--- config.mk ---
export PLATFORM = sky130hd
export DESIGN_NAME = score_driven_token_segmenter_unit
export DESIGN_NICKNAME = d
export VERILOG_FILES = /design/src/rtl/core/sdts_pkg.sv /design/src/rtl/core/sdts_ws_detect.sv /design/src/rtl/core/sdts_seg_core.sv /design/src/rtl/core/score_driven_token_segmenter_unit.sv
export SDC_FILE = /design/constraint.sdc
export NUM_CORES = 1
export LEC_CHECK = 0
export BUFFER_PORTS_ARGS = -buffer_cell sky130_fd_sc_hd__buf_2
export CORE_MARGIN = 5
export CORE_UTILIZATION = 42
export CTS_CLUSTER_DIAMETER = 120
export DETAILED_ROUTE_END_ITERATION = 12
export PLACE_DENSITY = 0.68
export SYNTH_ARGS = -nofsm -noshare
export SYNTH_HDL_FRONTEND = slang
export SYNTH_SLANG_ARGS = --single-unit
--- constraint.sdc ---
create_clock -name i_clk -period 3.98 [get_ports i_clk]
set_input_delay 1.194 -clock i_clk [delete_from_list [all_inputs] [get_ports i_clk]]
set_output_delay 1.194 -clock i_clk [all_outputs]
set_load 0.005 [all_outputs]
--- src/rtl/core/sdts_pkg.sv ---
`timescale 1ns / 1ps
`default_nettype none
// ----------------------------------------------------------------------------
// sdts_pkg
// Shared types, codes and widths of the score-driven token segmenter.
// ----------------------------------------------------------------------------
package sdts_pkg;

    localparam int CP_W     = 21;
    localparam int LEN_W    = 3;
    localparam int SCORE_W  = 16;
    localparam int OFS_W    = 16;
    localparam int TALLY_W  = 16;
    localparam int S_DATA_W = 56;
    localparam int M_DATA_W = 56;

    localparam logic [31:0] MAX_TEXT_BYTES_DEF = 32'd65535;

    typedef enum logic [1:0] {
        ACT_SKIP   = 2'd0,
        ACT_NEW    = 2'd1,
        ACT_APPEND = 2'd2
    } t_action;

    typedef struct packed {
        logic [CP_W-1:0]           code_point;
        logic [LEN_W-1:0]          char_bytes;
        logic signed [SCORE_W-1:0] split_score;
        logic signed [SCORE_W-1:0] merge_score;
        logic                      last_in_text;
    } t_item;

    typedef struct packed {
        t_action              action;
        logic [OFS_W-1:0]     token_begin;
        logic [OFS_W-1:0]     token_end;
        logic                 text_done;
        logic [TALLY_W-1:0]   tokens_in_text;
        logic                 offset_overflow;
    } t_result;

endpackage
`default_nettype wire

--- src/rtl/core/sdts_ws_detect.sv ---
`timescale 1ns / 1ps
`default_nettype none
// ----------------------------------------------------------------------------
// sdts_ws_detect
// Flags a code point that belongs to the Unicode White_Space set.
// ----------------------------------------------------------------------------
module sdts_ws_detect (
    input  wire logic [sdts_pkg::CP_W-1:0] i_code_point,
    output logic                           o_white
);
    import sdts_pkg::*;

    always_comb begin
        o_white = 1'b0;
        if (i_code_point >= CP_W'('h09) && i_code_point <= CP_W'('h0D)) begin
            o_white = 1'b1;
        end
        if (i_code_point == CP_W'('h20)   || i_code_point == CP_W'('h85) ||
            i_code_point == CP_W'('hA0)   || i_code_point == CP_W'('h1680) ||
            i_code_point == CP_W'('h2028) || i_code_point == CP_W'('h2029) ||
            i_code_point == CP_W'('h202F) || i_code_point == CP_W'('h205F) ||
            i_code_point == CP_W'('h3000)) begin
            o_white = 1'b1;
        end
        if (i_code_point >= CP_W'('h2000) && i_code_point <= CP_W'('h200A)) begin
            o_white = 1'b1;
        end
    end

endmodule
`default_nettype wire

--- src/rtl/core/sdts_seg_core.sv ---
`timescale 1ns / 1ps
`default_nettype none
// ----------------------------------------------------------------------------
// sdts_seg_core
// Segmentation state and the per-character token decision.
// ----------------------------------------------------------------------------
module sdts_seg_core #(
    parameter logic [31:0] MAX_TEXT_BYTES = sdts_pkg::MAX_TEXT_BYTES_DEF
) (
    input  wire logic            i_clk,
    input  wire logic            i_rst_n,
    input  wire logic            i_step,
    input  wire sdts_pkg::t_item i_item,
    input  wire logic            i_force,
    input  wire logic            i_white,
    output sdts_pkg::t_result    o_result
);
    import sdts_pkg::*;

    localparam logic [OFS_W:0] OFFSET_CAP =
        (MAX_TEXT_BYTES < 32'd65535) ? MAX_TEXT_BYTES[OFS_W:0] : {1'b0, {OFS_W{1'b1}}};

    logic [OFS_W-1:0]   r_pos, n_pos;
    logic [OFS_W-1:0]   r_begin, n_begin;
    logic [OFS_W-1:0]   r_end, n_end;
    logic [TALLY_W-1:0] r_tally, n_tally;
    logic               r_open, n_open;
    logic               r_prev_space, n_prev_space;

    logic [OFS_W:0]     pos_sum;
    logic [OFS_W:0]     end_sum;
    logic               pos_ovf;
    logic               end_ovf;
    logic [OFS_W-1:0]   pos_sat;
    logic [OFS_W-1:0]   end_sat;
    logic               start_new;

    always_comb begin
        pos_sum   = {1'b0, r_pos} + {{(OFS_W+1-LEN_W){1'b0}}, i_item.char_bytes};
        end_sum   = {1'b0, r_end} + {{(OFS_W+1-LEN_W){1'b0}}, i_item.char_bytes};
        pos_ovf   = pos_sum > OFFSET_CAP;
        end_ovf   = end_sum > OFFSET_CAP;
        pos_sat   = pos_ovf ? OFFSET_CAP[OFS_W-1:0] : pos_sum[OFS_W-1:0];
        end_sat   = end_ovf ? OFFSET_CAP[OFS_W-1:0] : end_sum[OFS_W-1:0];
        start_new = (i_item.split_score > i_item.merge_score) || !r_open ||
                    (r_prev_space && i_force);

        n_begin      = r_begin;
        n_end        = r_end;
        n_tally      = r_tally;
        n_open       = r_open;
        n_pos        = pos_sat;
        n_prev_space = i_white;

        o_result.action          = ACT_SKIP;
        o_result.offset_overflow = pos_ovf;
        if (!i_white) begin
            if (start_new) begin
                n_begin         = r_pos;
                n_end           = pos_sat;
                n_open          = 1'b1;
                o_result.action = ACT_NEW;
                if (r_tally != {TALLY_W{1'b1}}) begin
                    n_tally = r_tally + TALLY_W'(1);
                end
            end else begin
                n_end                    = end_sat;
                o_result.action          = ACT_APPEND;
                o_result.offset_overflow = pos_ovf || end_ovf;
            end
        end

        o_result.token_begin    = n_begin;
        o_result.token_end      = n_end;
        o_result.text_done      = i_item.last_in_text;
        o_result.tokens_in_text = n_tally;
    end

    always_ff @(posedge i_clk) begin
        if (!i_rst_n) begin
            r_pos        <= '0;
            r_begin      <= '0;
            r_end        <= '0;
            r_tally      <= '0;
            r_open       <= 1'b0;
            r_prev_space <= 1'b0;
        end else if (i_step) begin
            if (i_item.last_in_text) begin
                r_pos        <= '0;
                r_begin      <= '0;
                r_end        <= '0;
                r_tally      <= '0;
                r_open       <= 1'b0;
                r_prev_space <= 1'b0;
            end else begin
                r_pos        <= n_pos;
                r_begin      <= n_begin;
                r_end        <= n_end;
                r_tally      <= n_tally;
                r_open       <= n_open;
                r_prev_space <= n_prev_space;
            end
        end
    end

endmodule
`default_nettype wire

--- src/rtl/core/score_driven_token_segmenter_unit.sv ---
`timescale 1ns / 1ps
`default_nettype none
// ----------------------------------------------------------------------------
// score_driven_token_segmenter_unit
// Groups a stream of decoded characters into tokens by split and merge scores.
// ----------------------------------------------------------------------------
// Each word on the slave stream is one character of a text; tlast marks the
// last character of the text. Each character yields one word on the master
// stream with the action taken, the current token's byte span, the token count
// and an overflow flag; tlast there copies the input tlast.
// The force-split register is written on its own channel, which is always
// ready, and should only be written while no word is in flight.
// A word is captured in an input register and its result is registered in the
// output register, from which it is offered on the master stream. One word is
// taken per cycle as long as the master side keeps accepting; when it stalls,
// the output register holds its word and the input register absorbs one more
// before s_axis_tready falls.
// Synchronous active-low reset empties both registers, clears the segmentation
// state and the force-split register to zero.
// ----------------------------------------------------------------------------
module score_driven_token_segmenter_unit #(
    parameter logic [31:0] MAX_TEXT_BYTES = sdts_pkg::MAX_TEXT_BYTES_DEF
) (
    input  wire logic                            i_clk,
    input  wire logic                            i_rst_n,
    input  wire logic                            i_cfg_valid,
    output logic                                 o_cfg_ready,
    input  wire logic                            i_cfg_data,
    input  wire logic                            s_axis_tvalid,
    output logic                                 s_axis_tready,
    // code_point[20:0], char_bytes[23:21], split_score[39:24], merge_score[55:40]
    input  wire logic [sdts_pkg::S_DATA_W-1:0]   s_axis_tdata,
    input  wire logic                            s_axis_tlast,
    output logic                                 m_axis_tvalid,
    input  wire logic                            m_axis_tready,
    // action[1:0], token_begin[17:2], token_end[33:18], tokens_in_text[49:34],
    // offset_overflow[50], zero[55:51]
    output logic [sdts_pkg::M_DATA_W-1:0]        m_axis_tdata,
    output logic                                 m_axis_tlast
);
    import sdts_pkg::*;

    logic    r_force;
    logic    r_in_valid;
    t_item   r_item;
    logic    r_out_valid;
    t_result r_out;
    logic    advance;
    logic    white;
    t_result result;

    assign o_cfg_ready   = 1'b1;
    assign advance       = r_in_valid && (!r_out_valid || m_axis_tready);
    assign s_axis_tready = !r_in_valid || advance;

    always_ff @(posedge i_clk) begin
        if (!i_rst_n) begin
            r_force <= 1'b0;
        end else if (i_cfg_valid) begin
            r_force <= i_cfg_data;
        end
    end

    always_ff @(posedge i_clk) begin
        if (!i_rst_n) begin
            r_in_valid <= 1'b0;
        end else if (s_axis_tready) begin
            r_in_valid <= s_axis_tvalid;
        end
    end

    always_ff @(posedge i_clk) begin
        if (s_axis_tvalid && s_axis_tready) begin
            r_item.code_point   <= s_axis_tdata[20:0];
            r_item.char_bytes   <= s_axis_tdata[23:21];
            r_item.split_score  <= s_axis_tdata[39:24];
            r_item.merge_score  <= s_axis_tdata[55:40];
            r_item.last_in_text <= s_axis_tlast;
        end
    end

    sdts_ws_detect u_ws (
        .i_code_point (r_item.code_point),
        .o_white      (white)
    );

    sdts_seg_core #(
        .MAX_TEXT_BYTES (MAX_TEXT_BYTES)
    ) u_core (
        .i_clk    (i_clk),
        .i_rst_n  (i_rst_n),
        .i_step   (advance),
        .i_item   (r_item),
        .i_force  (r_force),
        .i_white  (white),
        .o_result (result)
    );

    always_ff @(posedge i_clk) begin
        if (!i_rst_n) begin
            r_out_valid <= 1'b0;
        end else if (advance) begin
            r_out_valid <= 1'b1;
        end else if (m_axis_tready) begin
            r_out_valid <= 1'b0;
        end
    end

    always_ff @(posedge i_clk) begin
        if (advance) begin
            r_out <= result;
        end
    end

    assign m_axis_tvalid = r_out_valid;
    assign m_axis_tlast  = r_out.text_done;
    assign m_axis_tdata  = {5'd0, r_out.offset_overflow, r_out.tokens_in_text,
                            r_out.token_end, r_out.token_begin, r_out.action};

endmodule
`default_nettype wire

==> results.json, run 1 <==
{
  "drc": 0,
  "synth_seq_cells": 178,
  "peakVddDrop_mv": 0.313,
  "synth-seq-area-share_pct": 55.6,
  "worst_hold_path_type": "flop to flop",
  "cp_max_fo": 16,
  "async_flop_share_pct": 0,
  "route.vias.total": 6401,
  "nNetsFinal": 985,
  "cp-start-kind": "flop",
  "worstMarginPinSlew_ps": 1010,
  "final_hold_viol_count": 0,
  "io_pins": 123,
  "gp_congestion": 0.905,
  "grt_pass1_wl_mm": 31.9,
  "rsz0062_at_grt": "false",
  "yosys_warnings": 0,
  "grt_max_degree": 58,
  "ff2ff_setup_slack_ps": 640,
  "die_y_um": 151,
  "fin_area_mm2": 0.00978,
  "cts_buffers": 17,
  "clk_pin_slew_ps": 70,
  "avgSynthCellArea_um2": 10.6,
  "syn2layout_area_growth_pct": 16.9,
  "timing.rr.start": "r_item[31]$_DFFE_PP_",
  "via_per_inst": 5.45,
  "routed_wl_mm": 20.0,
  "cpPeakStageDelay_ps": 640,
  "setup_viol": 0,
  "min_period_over_period_pct": 83.9,
  "cp-startpoint": "r_item[31]$_DFFE_PP_",
  "slew_headroom_pct": 32.1,
  "overflow": 0,
  "dr.pass1.iters": 5,
  "fmax_ghz": 0.299,
  "r2r-end": "m_axis_tdata[35]$_DFFE_PP_",
  "crit_top_cell": "mux2_2",
  "powerDensity_mw_per_mm2": 409,
  "syn_inst": 789,
  "antenna_left": 0,
  "drv_slew": 0,
  "clk_latency_ps": 440,
  "critPathCaptureType": "flop",
  "hpwl_mm": 13.9,
  "cts_sinks": 178,
  "cts_tree": "yes",
  "cp_cell_sequence": "ha_1, nand4_1, nor4_1, o21ai_0, nand3_1, mux2_2, nor3_4, mux2_2",
  "antenna_found_initial": 0,
  "place_area_mm2": 0.00919,
  "cts_resized": 0,
  "instances_no_fill": 1175,
  "crit_arrival_ps": 3520,
  "leakagePower_nw": 3.75,
  "holdPathStages": 1,
  "ctsHtreeMaxLevel": 4,
  "synth-edff-count": 109,
  "initial_core_util_pct": 42.8,
  "die_w_um": 151,
  "die_area_mm2": 0.0228,
  "drive_above_1_share_pct": 20.7,
  "grt_pass1_vias": 6159,
  "wl_per_cell_um": 17.0,
  "drv_cap": 0,
  "dr.first_iter.drc_count": 644,
  "dp.cells": 1143,
  "rows": 51,
  "setup_tns_ps": 0,
  "synthFlopType": "edfxtp_1",
  "clockBufferDepth": 2,
  "coreArea_mm2": 0.0195,
  "grt_use_total_pct": 18.1,
  "numPortBuffers": 116,
  "diodes": 0,
  "period_needed_ps": 3340,
  "worst-setup-path-type": "flop to flop",
  "crit_path_top_delay_cell": "nor3_4",
  "cts_root_buf": "clkbuf_16",
  "cp-endpoint": "m_axis_tdata[35]$_DFFE_PP_",
  "cts_hold_buffers": 0,
  "cp_data_required_time_ps": 4160,
  "r2r_cells": 8,
  "status": "finished, final reports clean",
  "netlist-cell-type-count": 82,
  "synth.cell_area_mm2": 0.00837,
  "post-cts-setup-buffers": 0,
  "skew_ps": 11.8
}
state kept, by name (all words and copies together) (netlist names):
register and count:
r_item 57, m_axis_tdata 51, u_core.r_begin 16, u_core.r_end 16
u_core.r_pos 16, u_core.r_tally 16, m_axis_tlast 1, m_axis_tvalid 1
r_force 1, r_in_valid 1, u_core.r_open 1, u_core.r_prev_space 1
cells by family after synthesis:
logic type      after synthesis  share of synthesized area, %
compound gates              176                          14.6
other cells                   2                        0.0898
xor+xnor                     19                          1.99
mux                          15                          1.94
buf+inv                      79                          4.23
fa+ha+maj                    25                          3.92
simple gates                295                          17.6
flops                       178                          55.6
worst min path at each step:
| stage | to | slack [ps] | startpoint |
|---|---|---|---|
| 6_report | u_core.r_begin[1]$_SDFFE_PN0P_ | 480 | u_core.r_begin[1]$_SDFFE_PN0P_ |
| 5_1_grt | u_core.r_begin[1]$_SDFFE_PN0P_ | 490 | u_core.r_begin[1]$_SDFFE_PN0P_ |
| 4_1_cts | u_core.r_begin[1]$_SDFFE_PN0P_ | 480 | u_core.r_begin[1]$_SDFFE_PN0P_ |
| 3_5_place_dp | u_core.r_begin[1]$_SDFFE_PN0P_ | 460 | u_core.r_begin[1]$_SDFFE_PN0P_ |
| 3_3_place_gp | u_core.r_begin[13]$_SDFFE_PN0P_ | 460 | u_core.r_begin[13]$_SDFFE_PN0P_ |
| 2_1_floorplan | m_axis_tlast$_DFFE_PP_ | 420 | r_item[0]$_DFFE_PP_ |
placed cells by master, fill, tap and decap left out, types with 17 or more instances in the layout:
cell type  netlist  routed
inv_1           29      29
dfxtp_1         69      69
a22o_1          20      20
nand3_1         28      28
buf_2            8     116
ha_1            23      23
nor2_1          68      68
o21ai_0         27      27
a21oi_1         35      35
nand2_1         93      93
clkbuf_16        0      17
edfxtp_1       109     109
final cells by class:
| type | instances | area, um^2 |
|---|---|---|
| clock buffer | 19 | 443 |
| clock inverter | 13 | 141 |
| fill | 1779 | 9750 |
| inverter | 33 | 128 |
| multi-input combinational | 536 | 3370 |
| sequential | 178 | 4650 |
| tap | 265 | 332 |
| timing repair buffer | 131 | 706 |
critical path, delay by kind of cell (launching register included):
family / cells / cell delay [ps]
and+or+nand+nor: 4 / 1330
DFF: 1 / 390
muxes: 2 / 930
AOI/OAI and AO/OA: 1 / 120
adders and majority gates: 1 / 320
cells in the mapped netlist, drive strengths merged, types with 5 or more instances:
cell type | n | area share [%]
edfxtp | 109 | 39
nand2 | 94 | 4.3
dfxtp | 69 | 17
nor2 | 68 | 3.1
a21oi | 36 | 2.2
o21ai | 32 | 2.0
inv | 30 | 1.4
nand3 | 28 | 1.7
buf | 23 | 1.7
clkbuf | 23 | 1.0
ha | 23 | 3.4
a22o | 20 | 2.1
nor3 | 19 | 1.4
nand4 | 15 | 1.1
a31oi | 14 | 1.0
xnor2 | 13 | 1.4
nor4 | 11 | 0.90
nor2b | 10 | 0.75
o22ai | 10 | 0.75
and3 | 9 | 0.67
or3 | 9 | 0.67
a22oi | 8 | 0.72
mux2i | 8 | 1.0
o31ai | 8 | 0.78
mux2 | 7 | 0.94
and2 | 6 | 0.45
nand2b | 6 | 0.45
xor2 | 6 | 0.63
a41oi | 5 | 0.52
where the power goes:
group / total (mW) / switching (mW) / internal [mW]
logic: 0.276 / 0.171 / 0.106
clock network: 1.67 / 0.760 / 0.906
registers: 2.06 / 0.0316 / 2.03
total: 4.00 / 0.963 / 3.04
metal layers:
layer	vias up	routed length [um]	share of wire (%)	global-route usage (%)
met1	2973	9080	45	25.1
met2	261	8750	44	27.0
met3	34	1760	8.8	5.27
li1	3133	-	-	-
met5	-	0	0	0
met4	0	388	1.9	6.44
through the flow:
step	power [mW]	hold WS (ps)	util, %	setup slack [ps]
after floorplan	2.26	424	-	637
after global placement	2.37	457	47.1	783
after detailed placement	2.38	457	47.1	707
after CTS	4.04	479	50.1	667
after global routing	4.15	489	50.1	442
final	4.00	475	50.1	640
No activity file was read; power rests on OpenSTA's default activity.
==> inputs of run 2 (changes only) <==
--- a/config.mk
+++ b/config.mk
@@ -10,7 +10,7 @@
 export CORE_UTILIZATION = 42
 export CTS_CLUSTER_DIAMETER = 120
 export DETAILED_ROUTE_END_ITERATION = 12
-export PLACE_DENSITY = 0.68
+export PLACE_DENSITY = 0.66
 export SYNTH_ARGS = -nofsm -noshare
 export SYNTH_HDL_FRONTEND = slang
 export SYNTH_SLANG_ARGS = --single-unit
==> constraint.sdc (replaced) <==
create_clock -name i_clk -period 3.15 [get_ports i_clk]
set_input_delay 0.945 -clock i_clk [delete_from_list [all_inputs] [get_ports i_clk]]
set_output_delay 0.945 -clock i_clk [all_outputs]
set_load 0.005 [all_outputs]
==> results.json, run 2 (synthesis results as in run 1) <==
{
  "setup_viol": 0,
  "timing.rr.start": "u_core.r_pos[0]$_SDFFE_PN0P_",
  "initial_core_util_pct": 42.8,
  "place_area_mm2": 0.00931,
  "die_w_um": 151,
  "cp_data_required_time_ps": 3530,
  "top_register": "r_item",
  "via_per_inst": 5.43,
  "worst-setup-path-type": "flop to flop",
  "diodes": 0,
  "skew_ps": 14.9,
  "worst_hold_path_type": "flop to flop",
  "gp_congestion": 0.942,
  "holdWs_ps": 478,
  "io_pins": 123,
  "die_y_um": 151,
  "die_area_mm2": 0.0228,
  "fmax_ghz": 0.335,
  "drc": 0,
  "dr.pass1.iters": 7,
  "routed_wl_mm": 20.4,
  "antenna_left": 0,
  "slew_headroom_pct": 51.4,
  "ctsHtreeMaxLevel": 4,
  "final_common_cell": "buf_2",
  "dr.first_iter.drc_count": 500,
  "route.vias.total": 6472,
  "mostFrequentLayoutCells": "buf_2 (117), edfxtp_1 (109), nand2_1 (93)",
  "nNetsFinal": 1002,
  "cts_sinks": 178,
  "crit_arrival_ps": 3360,
  "post-cts-setup-buffers": 0,
  "worstMarginPinSlew_ps": 728,
  "antenna_found_initial": 0,
  "syn2layout_area_growth_pct": 19.2,
  "status": "finished, final reports clean",
  "cts_buffers": 17,
  "fin_area_mm2": 0.00997,
  "grt_pass1_wl_mm": 31.8,
  "setup_slack_ps": 161,
  "powerDensity_mw_per_mm2": 511,
  "cp-startpoint": "u_core.r_pos[0]$_SDFFE_PN0P_",
  "cts_hold_buffers": 0,
  "peakVddDrop_mv": 0.412,
  "coreArea_mm2": 0.0195,
  "holdPathStages": 2,
  "numPortBuffers": 116,
  "hpwl_mm": 14.3,
  "clk_pin_slew_ps": 70,
  "critPathCaptureType": "flop",
  "grt_max_degree": 39,
  "drv_slew": 0,
  "cp_max_fo": 6,
  "drv_cap": 0,
  "clockBufferDepth": 2,
  "final_hold_viol_count": 0,
  "largest_reg_flops": 57,
  "grt_pass1_vias": 6164,
  "wl_per_cell_um": 17.1,
  "cts_root_buf": "clkbuf_16",
  "leakagePower_nw": 3.84,
  "period_needed_ps": 2990,
  "r2r_cells": 12,
  "hp-start": "u_core.r_open$_SDFFE_PN0P_",
  "place_ws_ps": -38.0,
  "clk_latency_ps": 440,
  "drive_above_1_share_pct": 22.8,
  "min_period_over_period_pct": 94.9,
  "grt_use_total_pct": 18.0,
  "cts_tree": "yes",
  "overflow": 0,
  "rows": 51,
  "cp-start-kind": "flop"
}
run 2: cell types whose count changed in the layout (fill, tap and decap cells not counted), sizes merged:
cell and change:
buf +17
run 2: repair_timing:
action,4_1_cts,5_1_grt
gates cloned,0,1
resized for setup,1,10
endpoints found under the setup margin,16,29
pin swaps,0,4
run 2: worst max-delay path: stages (launching register included):
cell and delay [ps]:
dfxtp_1 400, ha_1 210, inv_1 60, fa_1 380
nor2b_1 160, o21ai_1 160, nor4_2 210, buf_4 180
nand3_1 190, buf_4 230, and2_1 180, a221oi_2 370
a22o_1 200
run 2: routing by layer:
layer | GRT usage (%) | vias to the layer above | part of all wire, %
met5 | 0 | - | 0
met1 | 24.5 | 3068 | 45
met3 | 4.58 | 25 | 6.6
met2 | 28.2 | 224 | 47
met4 | 5.67 | 0 | 1.7
li1 | - | 3155 | -
run 2: final timing paths:
path                                        to  slack [ps]
setup / recovery  u_core.r_end[6]$_SDFFE_PN0P_         160
hold / removal      u_core.r_open$_SDFFE_PN0P_         480
setup reg to reg  u_core.r_end[6]$_SDFFE_PN0P_         160
hold reg to reg     u_core.r_open$_SDFFE_PN0P_         480
run 2: power breakdown:
group | leakage (nW) | internal [mW] | switching [mW]
sequential | 1.59 | 2.56 | 0.0367
combinational | 1.97 | 0.142 | 0.226
clock | 0.288 | 1.17 | 0.957
run 2: through the flow:
stage	TNS [ps]	instances	utilization, %	power, mW
floorplan	0	793	-	2.85
global placement	0	1159	47.7	3.01
detailed placement	-410	1159	47.7	3.01
CTS	0	1191	50.7	5.14
global route	-15.6	1192	51.1	5.28
finish	0	1192	51.1	5.09
run 2: layout make-up:
class	instances	area [um^2]
clock inverter	13	139
timing repair buffer	148	838
clock buffer	19	454
sequential	178	4650
inverter	33	128
tap	265	332
fill	1811	9560
multi-input combinational	536	3430
==> inputs of run 3 (changes only) <==
--- a/config.mk
+++ b/config.mk
@@ -10,7 +10,7 @@
 export CORE_UTILIZATION = 42
 export CTS_CLUSTER_DIAMETER = 120
 export DETAILED_ROUTE_END_ITERATION = 12
-export PLACE_DENSITY = 0.66
+export PLACE_DENSITY = 0.68
 export SYNTH_ARGS = -nofsm -noshare
 export SYNTH_HDL_FRONTEND = slang
 export SYNTH_SLANG_ARGS = --single-unit
==> constraint.sdc (replaced) <==
create_clock -name i_clk -period 2.6 [get_ports i_clk]
set_input_delay 0.78 -clock i_clk [delete_from_list [all_inputs] [get_ports i_clk]]
set_output_delay 0.78 -clock i_clk [all_outputs]
set_load 0.005 [all_outputs]
==> results.json, run 3 (synthesis results as in run 1) <==
{
  "clockBufferDepth": 2,
  "cts_tree": "yes",
  "setup_viol": 93,
  "largest_reg_flops": 57,
  "peakVddDrop_mv": 0.455,
  "final_hold_viol_count": 0,
  "dr.pass1.iters": 7,
  "p_int_mw": 4.81,
  "drive_above_1_share_pct": 39.6,
  "power_frac_clock_pct": 40.9,
  "use_met2_pct": 31.5,
  "final_common_cell": "buf_2",
  "grt_pass1_vias": 6807,
  "routed_wl_mm": 22.4,
  "rsz0062_at_grt": "true",
  "grt_pass1_wl_mm": 35.1,
  "sequentialPowerShare_pct": 48.9,
  "die_area_mm2": 0.0228,
  "leakagePower_nw": 4.69,
  "grt_use_total_pct": 19.8,
  "ff2ff_setup_slack_ps": -210,
  "r2r-end": "m_axis_tdata[22]$_DFFE_PP_",
  "fmax_ghz": 0.356,
  "powerDensity_mw_per_mm2": 551,
  "status": "complete, but fails checks",
  "clk_latency_ps": 440,
  "combinationalPowerShare_pct": 10.3,
  "worst-setup-path-type": "flop to flop",
  "route.vias.total": 6973,
  "slew_headroom_pct": 55.8,
  "antenna_left": 0,
  "cts_buffers": 17,
  "hp-start": "u_core.r_end[2]$_SDFFE_PN0P_",
  "cp_data_required_time_ps": 2790,
  "fin_util_pct": 59.8,
  "place_area_mm2": 0.00994,
  "busiest_layer": "met2",
  "grt_util_met1_pct": 26.6,
  "drc": 0,
  "rows": 51,
  "cp_max_fo": 7,
  "crit_arrival_ps": 3000,
  "cts_sinks": 178,
  "cp-startpoint": "r_item[32]$_DFFE_PP_",
  "worstMarginPinSlew_ps": 664,
  "fin_area_mm2": 0.0117,
  "wl_per_cell_um": 17.4,
  "io_pins": 123,
  "dr.first_iter.drc_count": 492,
  "cts_root_buf": "clkbuf_16",
  "swShare_pct": 25.3,
  "ctsHtreeMaxLevel": 4,
  "hpwl_mm": 15.1,
  "holdPathStages": 2,
  "timing.rr.start": "r_item[32]$_DFFE_PP_",
  "overflow": 0,
  "numPortBuffers": 116,
  "cts_hold_buffers": 0,
  "mostFrequentLayoutCells": "buf_2 (116), edfxtp_1 (109), buf_4 (94)",
  "coreArea_mm2": 0.0195,
  "critPathCaptureType": "flop",
  "top_register": "r_item",
  "min_to": "u_core.r_end[2]$_SDFFE_PN0P_",
  "syn2layout_area_growth_pct": 39.6,
  "min_period_over_period_pct": 108,
  "drv_cap": 0,
  "antenna_found_initial": 0,
  "setup_slack_ps": -212,
  "worst_hold_path_type": "flop to flop",
  "setup_tns_ps": -8320,
  "drv_slew": 0,
  "die_w_um": 151,
  "die_y_um": 151,
  "period_needed_ps": 2810,
  "r2r_cells": 12,
  "nNetsFinal": 1102,
  "diodes": 0,
  "switching_power_mw": 1.63,
  "met3_usage_pct": 4.43,
  "gp_congestion": 0.951,
  "clk_pin_slew_ps": 70,
  "skew_ps": 10.8,
  "via_per_inst": 5.40,
  "initial_core_util_pct": 42.8,
  "grt_max_degree": 59,
  "violations": "setup timing",
  "cp-start-kind": "flop"
}
run 3: how the worst max path moves through the flow:
stage / end / depth (start not counted) / slack, ps
final: m_axis_tdata[22]$_DFFE_PP_ / 12 / -210
after global routing: m_axis_tdata[48]$_DFFE_PP_ / 12 / -350
after CTS: m_axis_tdata[33]$_DFFE_PP_ / 9 / -280
after detailed placement: m_axis_tdata[19]$_DFFE_PP_ / 12 / -440
after global placement: m_axis_tdata[19]$_DFFE_PP_ / 11 / -310
after floorplan: m_axis_tdata[49]$_DFFE_PP_ / 10 / 7
run 3: what timing repair did:
item	CTS	global route
pin swaps	38	68
endpoints found under the setup margin	98	112
gates cloned	4	2
gates resized for setup	101	89
setup buffers	13	15
run 3: per-layer routing:
layer | vias up | part of all wire [%]
met2 | 276 | 47
met5 | - | 0
met1 | 3282 | 43
li1 | 3368 | -
met3 | 47 | 7.2
met4 | 0 | 2.6
run 3: power by group through the flow:
stage	clock, mW	combinational (mW)	sequential (mW)
4_1_cts	2.68	0.590	3.15
5_1_grt	2.80	0.718	3.16
2_1_floorplan	0	0.254	3.21
3_5_place_dp	0	0.504	3.21
6_report	2.63	0.660	3.15
3_3_place_gp	0	0.497	3.20
run 3: through the flow:
step / instances / setup slack [ps] / total power, mW / hold slack (ps)
detailed placement: 1231 / -441 / 3.71 / 454
CTS: 1278 / -278 / 6.42 / 480
floorplan: 793 / 7.27 / 3.46 / 424
global route: 1292 / -354 / 6.68 / 489
finish: 1292 / -212 / 6.44 / 476
global placement: 1231 / -313 / 3.70 / 457
run 3: final cells by class:
cell class                      count  area, um^2
Inverter                           33         134
Clock buffer                       17         425
Tap cell                          265         332
Multi-Input combinational cell    536        4070
Clock inverter                     15         193
Fill cell                        1575        7850
Sequential cell                   178        4650
Timing Repair Buffer              248        1870
run 3: critical path, stage by stage (launching register included):
cell and delay, ps:
edfxtp_1 440, ha_4 270, nand4_1 210, nor2_1 90, a311oi_2 240, nand3_2 130, buf_6 140, mux2i_4 180
buf_12 160, buf_8 130, o41ai_2 270, o31a_1 240, nor2_2 60
